## src/sv/kclp_pkg.sv

```systemverilog
// kclp_pkg: shared types, constants and helpers for the key click / long-press detector
// no dependencies; imported by every other file of the block

package kclp_pkg;

	localparam int KEY_COUNT = 5;
	localparam int LEVEL_W   = 5;
	localparam int KEY_W     = 3;
	localparam int KIND_W    = 2;
	localparam int CNT_W     = 16;
	localparam int CFG_IDX_W = 2;
	localparam int SLOT_CNT  = 2 * KEY_COUNT;
	localparam int SLOT_W    = $clog2(SLOT_CNT);

	localparam logic [CNT_W-1:0] CNT_MAX = 16'hFFFF;

	localparam logic [CNT_W-1:0] DEBOUNCE_RST = 16'd3;
	localparam logic [CNT_W-1:0] LONG_RST     = 16'd100;
	localparam logic [CNT_W-1:0] REPEAT_RST   = 16'd20;

	typedef enum logic [CFG_IDX_W-1:0] {
		REG_DEBOUNCE = 2'd0,
		REG_LONG     = 2'd1,
		REG_REPEAT   = 2'd2
	} reg_idx_t;

	typedef enum logic [1:0] {
		MODE_IDLE    = 2'd0,
		MODE_PRESSED = 2'd1,
		MODE_LONG    = 2'd2
	} key_mode_t;

	typedef enum logic [KIND_W-1:0] {
		EV_CLICK = 2'd0,
		EV_LONG  = 2'd1,
		EV_HOLD  = 2'd2
	} event_kind_t;

	typedef struct packed {
		logic [CNT_W-1:0] debounce;
		logic [CNT_W-1:0] long_press;
		logic [CNT_W-1:0] repeat_ivl;
	} cfg_t;

	// per key events of one tick: first slot is click or long press, second is hold repeat
	typedef struct packed {
		logic first;
		logic first_long;
		logic hold;
	} key_ev_t;

	typedef struct packed {
		logic pending;
		logic final_beat;
	} q_stat_t;

	function automatic logic [CNT_W-1:0] sat_inc(input logic [CNT_W-1:0] v);
		return (v == CNT_MAX) ? v : CNT_W'(v + 1'b1);
	endfunction

endpackage

```

## src/sv/kclp_if.sv

```systemverilog
// kclp_if: valid/ready channel interfaces for scan ticks and key events
// depends on kclp_pkg

interface kclp_key_if import kclp_pkg::*; ();
	logic               valid;
	logic               ready;
	logic [LEVEL_W-1:0] pressed_levels;

	modport source (output valid, output pressed_levels, input ready);
	modport sink   (input valid, input pressed_levels, output ready);
endinterface

interface kclp_event_if import kclp_pkg::*; ();
	logic              valid;
	logic              ready;
	logic [KEY_W-1:0]  key_index;
	logic [KIND_W-1:0] event_kind;
	logic              last_event;

	modport source (output valid, output key_index, output event_kind, output last_event,
		input ready);
	modport sink   (input valid, input key_index, input event_kind, input last_event,
		output ready);
endinterface

```

## src/sv/kclp_key_unit.sv

```systemverilog
// kclp_key_unit: state and next-state logic of one key (level, stable flag, mode, counters)
// depends on kclp_pkg

module kclp_key_unit import kclp_pkg::*; (
	input  logic    clk,
	input  logic    arst_n,
	input  logic    step,
	input  logic    raw,
	input  cfg_t    cfg,
	output key_ev_t ev
);

	logic             prior_q;
	logic             stable_q;
	key_mode_t        mode_q;
	logic [CNT_W-1:0] press_q;
	logic [CNT_W-1:0] hold_q;

	logic             stable_d;
	key_mode_t        mode_d;
	logic [CNT_W-1:0] press_d;
	logic [CNT_W-1:0] hold_d;
	logic [CNT_W-1:0] pc1;
	logic [CNT_W-1:0] hc1;
	logic             same_press;

	assign same_press = raw && prior_q;
	assign pc1 = same_press ? sat_inc(press_q) : '0;
	assign hc1 = same_press ? hold_q : '0;

	always_comb begin
		stable_d = stable_q;
		mode_d   = mode_q;
		press_d  = pc1;
		hold_d   = hc1;
		ev       = '0;
		if (pc1 >= cfg.debounce) begin
			stable_d = 1'b1;
			if (mode_d == MODE_IDLE) begin
				mode_d  = MODE_PRESSED;
				press_d = '0;
			end
			if (mode_d == MODE_PRESSED) begin
				press_d = sat_inc(press_d);
				if (press_d >= cfg.long_press) begin
					ev.first      = 1'b1;
					ev.first_long = 1'b1;
					mode_d        = MODE_LONG;
					hold_d        = '0;
				end
			end
			if (mode_d == MODE_LONG) begin
				hold_d = sat_inc(hold_d);
				if (hold_d >= cfg.repeat_ivl) begin
					ev.hold = 1'b1;
					hold_d  = '0;
				end
			end
		end else if (stable_q && !raw) begin
			ev.first = (mode_q == MODE_PRESSED) && (pc1 < cfg.long_press);
			mode_d   = MODE_IDLE;
			stable_d = 1'b0;
			press_d  = '0;
			hold_d   = '0;
		end
	end

	always_ff @(posedge clk or negedge arst_n) begin
		if (!arst_n) begin
			prior_q  <= 1'b0;
			stable_q <= 1'b0;
			mode_q   <= MODE_IDLE;
			press_q  <= '0;
			hold_q   <= '0;
		end else if (step) begin
			prior_q  <= raw;
			stable_q <= stable_d;
			mode_q   <= mode_d;
			press_q  <= press_d;
			hold_q   <= hold_d;
		end
	end

endmodule

```

## src/sv/kclp_event_queue.sv

```systemverilog
// kclp_event_queue: result register holding one tick's events as a slot mask, sent lowest first
// depends on kclp_pkg and kclp_if

module kclp_event_queue import kclp_pkg::*; (
	input  logic                 clk,
	input  logic                 arst_n,
	input  logic                 load,
	input  key_ev_t              ev [KEY_COUNT],
	output q_stat_t              stat,
	kclp_event_if.source         events
);

	logic [SLOT_CNT-1:0]  mask_q;
	logic [KEY_COUNT-1:0] long_q;
	logic [SLOT_CNT-1:0]  mask_d;
	logic [KEY_COUNT-1:0] long_d;
	logic [SLOT_CNT-1:0]  lowest;
	logic [SLOT_CNT-1:0]  rest;
	logic [SLOT_W-1:0]    pos;
	logic [KEY_W-1:0]     key;
	logic                 beat;

	always_comb begin
		for (int i = 0; i < KEY_COUNT; i++) begin
			mask_d[2*i]   = ev[i].first;
			mask_d[2*i+1] = ev[i].hold;
			long_d[i]     = ev[i].first_long;
		end
	end

	assign lowest = mask_q & SLOT_CNT'(~mask_q + 1'b1);
	assign rest   = mask_q & ~lowest;

	always_comb begin
		pos = '0;
		for (int j = 0; j < SLOT_CNT; j++) begin
			if (lowest[j])
				pos = pos | SLOT_W'(j);
		end
	end

	assign key = KEY_W'(pos >> 1);

	assign events.valid      = |mask_q;
	assign events.key_index  = key;
	assign events.last_event = ~|rest;
	always_comb begin
		if (pos[0])
			events.event_kind = EV_HOLD;
		else if (long_q[key])
			events.event_kind = EV_LONG;
		else
			events.event_kind = EV_CLICK;
	end

	assign beat            = events.valid && events.ready;
	assign stat.pending    = |mask_q;
	assign stat.final_beat = ~|rest;

	always_ff @(posedge clk or negedge arst_n) begin
		if (!arst_n)
			mask_q <= '0;
		else if (load)
			mask_q <= mask_d;
		else if (beat)
			mask_q <= rest;
	end

	always_ff @(posedge clk) begin
		if (load)
			long_q <= long_d;
	end

endmodule

```

## src/sv/key_click_long_press_detector.sv

```systemverilog
// key_click_long_press_detector: top level; config registers, scan tick input register,
// per key units and the event result register. depends on kclp_pkg, kclp_if and submodules
// flow: a tick waits in the scan tick input register until it moves on, then key state and
// the result register update together; events leave one per cycle while events.ready is high
// throughput: one tick per cycle while ticks cause at most one event and events.ready is high;
// reset clears config to 3/100/20, all keys to released and idle, and both stages

module key_click_long_press_detector import kclp_pkg::*; (
	input  logic                 clk,
	input  logic                 arst_n,
	input  logic                 cfg_wr_en,
	input  logic [CFG_IDX_W-1:0] cfg_index,
	input  logic [CNT_W-1:0]     cfg_data,
	kclp_key_if.sink             keys,
	kclp_event_if.source         events
);

	cfg_t               cfg_q;
	logic               valid_s1;
	logic [LEVEL_W-1:0] levels_s1;
	logic               adv;
	q_stat_t            stat;
	key_ev_t            ev [KEY_COUNT];

	always_ff @(posedge clk or negedge arst_n) begin
		if (!arst_n) begin
			cfg_q.debounce   <= DEBOUNCE_RST;
			cfg_q.long_press <= LONG_RST;
			cfg_q.repeat_ivl <= REPEAT_RST;
		end else if (cfg_wr_en) begin
			case (reg_idx_t'(cfg_index))
				REG_DEBOUNCE: cfg_q.debounce   <= cfg_data;
				REG_LONG:     cfg_q.long_press <= cfg_data;
				REG_REPEAT:   cfg_q.repeat_ivl <= cfg_data;
				default: ;
			endcase
		end
	end

	// tick moves on once the result register is free or sending its final beat
	assign adv = valid_s1 && (!stat.pending || (events.ready && stat.final_beat));
	assign keys.ready = !valid_s1 || adv;

	always_ff @(posedge clk or negedge arst_n) begin
		if (!arst_n)
			valid_s1 <= 1'b0;
		else if (keys.ready)
			valid_s1 <= keys.valid;
	end

	always_ff @(posedge clk) begin
		if (keys.ready && keys.valid)
			levels_s1 <= keys.pressed_levels;
	end

	for (genvar i = 0; i < KEY_COUNT; i++) begin : g_key
		kclp_key_unit u_key (
			.clk    (clk),
			.arst_n (arst_n),
			.step   (adv),
			.raw    (levels_s1[i]),
			.cfg    (cfg_q),
			.ev     (ev[i])
		);
	end

	kclp_event_queue u_queue (
		.clk    (clk),
		.arst_n (arst_n),
		.load   (adv),
		.ev     (ev),
		.stat   (stat),
		.events (events)
	);

endmodule
```

## src/flat_wrapper.sv

```systemverilog
// flat-port wrapper written by rule: the top's interface ports become plain ports
module key_click_long_press_detector_flat import kclp_pkg::*;
  (clk, arst_n, cfg_wr_en, cfg_index, cfg_data, keys_valid, keys_pressed_levels, keys_ready, events_valid, events_key_index, events_event_kind, events_last_event, events_ready);
  kclp_key_if keys_i ();
  kclp_event_if events_i ();
  input  logic clk;
  input  logic arst_n;
  input  logic cfg_wr_en;
  input  logic [CFG_IDX_W-1:0] cfg_index;
  input  logic [CNT_W-1:0] cfg_data;
  input wire logic [$bits(keys_i.valid)-1:0] keys_valid;
  input wire logic [$bits(keys_i.pressed_levels)-1:0] keys_pressed_levels;
  output wire logic [$bits(keys_i.ready)-1:0] keys_ready;
  output wire logic [$bits(events_i.valid)-1:0] events_valid;
  output wire logic [$bits(events_i.key_index)-1:0] events_key_index;
  output wire logic [$bits(events_i.event_kind)-1:0] events_event_kind;
  output wire logic [$bits(events_i.last_event)-1:0] events_last_event;
  input wire logic [$bits(events_i.ready)-1:0] events_ready;
  assign keys_i.valid = keys_valid;
  assign keys_i.pressed_levels = keys_pressed_levels;
  assign keys_ready = keys_i.ready;
  assign events_valid = events_i.valid;
  assign events_key_index = events_i.key_index;
  assign events_event_kind = events_i.event_kind;
  assign events_last_event = events_i.last_event;
  assign events_i.ready = events_ready;
  key_click_long_press_detector u_core (.clk(clk), .arst_n(arst_n), .cfg_wr_en(cfg_wr_en), .cfg_index(cfg_index), .cfg_data(cfg_data), .keys(keys_i), .events(events_i));
endmodule
```

## config.mk

```make
export PLATFORM = sky130hd
export DESIGN_NAME = key_click_long_press_detector_flat
export DESIGN_NICKNAME = d
export VERILOG_FILES = /design/src/sv/kclp_pkg.sv /design/src/sv/kclp_if.sv /design/src/sv/kclp_key_unit.sv /design/src/sv/kclp_event_queue.sv /design/src/sv/key_click_long_press_detector.sv /design/src/flat_wrapper.sv
export SDC_FILE = /design/constraint.sdc
export NUM_CORES = 1
export LEC_CHECK = 0
export ABC_AREA = 1
export BUFFER_PORTS_ARGS = -buffer_cell sky130_fd_sc_hd__buf_2
export CAP_MARGIN = 20
export CORE_ASPECT_RATIO = 0.5
export CORE_MARGIN = 2
export CORE_UTILIZATION = 64
export CTS_CLUSTER_SIZE = 28
export DETAILED_ROUTE_END_ITERATION = 8
export GPL_ROUTABILITY_DRIVEN = 1
export PLACE_DENSITY = 0.81
export SLEW_MARGIN = 20
export SYNTH_ARGS = -nofsm -noshare
export SYNTH_HDL_FRONTEND = slang
export SYNTH_SLANG_ARGS = --single-unit
```

## constraint.sdc

```tcl
create_clock -name clk -period 8.4 [get_ports clk]
set_input_delay 1.68 -clock clk [delete_from_list [all_inputs] [get_ports clk]]
set_output_delay 1.68 -clock clk [all_outputs]
set_load 0.05 [all_outputs]
```

==> impl_metrics.toml <==
[status]
status = "complete, no violations"

[logic_synthesis]
synth-seq-area-share_pct = 21.86
synthArstFlopShare_pct = 95.98
ys_types = 63
flop_and_latch_count_out_of_synthesis = 249
synth.net_count = 4995
total_number_of_yosys_warnings = 0
syn-instance-count = 4647
synthesis.area_um2 = 28770
count_of_flip_flops_with_a_built_in_enable_after_synthesis = 10
postSynthAreaPerCell_um2 = 6.192
synth_flop_cell = "sky130_fd_sc_hd__dfrtp_1"

[critical_path]
critical_path.max_stage_delay_ns = 0.46
timing.critical_path.fanout_max = 15
highest_delay_cell_along_the_critical_path = "sky130_fd_sc_hd__dfrtp_1"
worst_path_most_repeated_cell = "sky130_fd_sc_hd__nand2_1"
reg2reg_depth = 50
timing.critical_path.required_ns = 8.93
kind_of_end_point_of_the_critical_path = "flip-flop"
arrival_time_worst_endpoint_ns = 8.29
worst_setup_path_start_kind = "flip-flop"
crit_type = "flip-flop to flip-flop"

[timing]
timing.hold.ws_ns = 0.4816
setup_ws_ns = 0.6421
report.final.hold_viol_count = 0
timing.setup.tns_ns = 0
finalCritPeriodShare_pct = 92.36
worst_pin_slew_ns = 1.268
timing.clock.skew_ns = 0.03087
max_freq_ghz = 0.1289
report.final.setup_viol = 0
rsz0062_at_grt = "no"
report.final.slew_viol_count = 0
max-slew-margin-rel_pct = 15.27
final.min_clock_period_ns = 7.758

[place]
detailedPlacementHpwl_um = 71470
gp_congestion = 1.000
dpl_cell_area_um2 = 29420
numPortBuffers = 35
post-place-ws_ns = 0.5124
dpl.cell_count = 5194

[flow_run]
cap_viol_max_count = 0

[grt]
grt_antenna_before_repair = 1
first_global_vias = 28679
globalRoute.totalOverflow = 0
maximum_number_of_pins_on_one_net_before_global_route_repair = 170
grt_use_total_pct = 40.72
wire_length_of_the_first_global_routing_pass_um = 152000

[min_path]
hold_path.class = "flip-flop to flip-flop"
holdPathStages = 2

[cts]
htreeDepth = 1
cts_setup_buffers = 0
clock_sinks = 249
insertion_delay_ns = 0.61
tritoncts = "done"
clk_pin_slew_ns = 0.07
ctsRootBufferMaster = "sky130_fd_sc_hd__clkbuf_16"
clockBufferDepth = 3
cts_inserted_buffers = 27

[power]
worst_ir_drop_vdd_mv = 0.1771
pwr_density_cell_nw_per_um2 = 236.9
power.static_leakage_nw = 17.26
total_power_mw = 7.182

[routing]
firstDrtPassIters = 9
routed_wire_length_per_instance_um = 18.35
antenna_violating_nets_post_route = 0
remaining_drc_errors = 0
vias = 31238
wirelength_um = 96200
viasPerCell = 5.957
initialDrtViolationCount = 3907

[die]
ioPinCount = 36
floorplan.initialDensity_pct = 65.42
die_height_um = 153.9
die_w_um = 303.9
rows = 54
total_die_area_um2 = 46770
floorplan.core_area_um2 = 43980

[cells_and_area]
filler_cells = 4005
layoutNonFillerInstCount = 5244
share_of_cells_above_drive_strength_1_pct = 7.195
fin_area_um2 = 30320
most-common-layout-cells = "sky130_fd_sc_hd__nand2_1, sky130_fd_sc_hd__inv_1, sky130_fd_sc_hd__nor2_1, sky130_fd_sc_hd__ha_1, sky130_fd_sc_hd__a21oi_1"
flow.area_growth_from_synthesis_pct = 5.379
layout.nets = 4983
layout.cells.most_common = "sky130_fd_sc_hd__nand2_1"
fin_util_pct = 68.93
num_antenna_cells = 0
-- worst max-delay path: cells and delay by family (launching register included) --
| family | cells | cell delay [ns] |
|---|---|---|
| DFF | 1 | 0.46 |
| adders and majority gates | 5 | 1.30 |
| AOI/OAI and AO/OA | 7 | 1.25 |
| and+or+nand+nor | 30 | 3.69 |
| buffers and inverters | 8 | 0.98 |
-- final timing paths --
kind                                                               from  slack, ns                                            to
max in group asynchronous                                        arst_n       5.92   u_core.g_key[4].u_key.hold_q[9]$_DFFE_PN0P_
min in group asynchronous                                        arst_n       1.06  u_core.g_key[3].u_key.press_q[9]$_DFFE_PN0P_
min                         u_core.g_key[2].u_key.hold_q[1]$_DFFE_PN0P_       0.48   u_core.g_key[2].u_key.hold_q[1]$_DFFE_PN0P_
max reg2reg                u_core.g_key[2].u_key.press_q[0]$_DFFE_PN0P_       0.64   u_core.g_key[2].u_key.hold_q[2]$_DFFE_PN0P_
max                        u_core.g_key[2].u_key.press_q[0]$_DFFE_PN0P_       0.64   u_core.g_key[2].u_key.hold_q[2]$_DFFE_PN0P_
min reg2reg                 u_core.g_key[2].u_key.hold_q[1]$_DFFE_PN0P_       0.48   u_core.g_key[2].u_key.hold_q[1]$_DFFE_PN0P_
-- what timing repair did --
action                     4_1_cts  5_1_grt
gates resized for setup          0        7
setup endpoints to repair        0       33
hold buffers                     0        0
-- state kept, by name, summed over array words and instances, names as in the netlist --
register,cells
u_core.cfg_q,48
u_core.g_key.u_key.hold_q,80
u_core.g_key.u_key.mode_q,10
u_core.g_key.u_key.press_q,80
u_core.g_key.u_key.prior_q,5
u_core.g_key.u_key.stable_q,5
u_core.levels_s1,5
u_core.u_queue.long_q,5
u_core.u_queue.mask_q,10
u_core.valid_s1,1
-- layer usage --
layer | vias to the layer above | wire (um) | track usage (%)
met1 | 14384 | 41140 | 56.85
met5 | - | 14 | 0
met3 | 243 | 12210 | 10.25
met2 | 1653 | 39190 | 60.87
met4 | 2 | 3655 | 14.90
li1 | 14956 | - | -
-- power breakdown --
group | internal (mW) | leakage [nW] | switching (mW)
sequential | 1.54 | 3.11 | 0.336
clock | 0.674 | 0.419 | 0.589
combinational | 1.17 | 13.7 | 2.87
total | 3.38 | 17.3 | 3.80
-- cells in the mapped netlist, types with 37 or more instances --
master                     instances  area [um2]
sky130_fd_sc_hd__nand2_1        1465        5499
sky130_fd_sc_hd__inv_1           645        2421
sky130_fd_sc_hd__nor2_1          454        1704
sky130_fd_sc_hd__ha_1            320        4004
sky130_fd_sc_hd__a21oi_1         314        1572
sky130_fd_sc_hd__nand3_1         300        1501
sky130_fd_sc_hd__dfrtp_1         232        5806
sky130_fd_sc_hd__o21ai_0         204        1021
sky130_fd_sc_hd__nand4_1          87       544.3
sky130_fd_sc_hd__xor2_1           75       656.9
sky130_fd_sc_hd__nor3_1           66       330.3
sky130_fd_sc_hd__nand2_2          58       362.9
sky130_fd_sc_hd__buf_2            46       230.2
sky130_fd_sc_hd__clkbuf_1         41       153.9
sky130_fd_sc_hd__o21ai_1          37       185.2
-- area by class of cell --
cell class                 count  area (um2)  area share, %
clock inverter                16       172.7         0.5695
clock buffer                  34       711.9          2.348
sequential                   249        6290          20.74
timing repair buffer          74       490.5          1.618
inverter                     677        2547          8.402
tap                          588       735.7          2.426
multi-input combinational   3606       19370          63.89
-- kinds of logic (layout without fill, tap and decap cells) --
family	Yosys count	in the layout	synth area share (%)
and+or+nand+nor	2564	2564	38.80
buffers and inverters	792	801	10.88
AOI/OAI and AO/OA	630	630	11.75
adders and majority gates	320	320	13.92
DFF	249	249	21.86
xor gates and xnor gates	92	92	2.800
No activity file was read; power rests on OpenSTA's default activity.
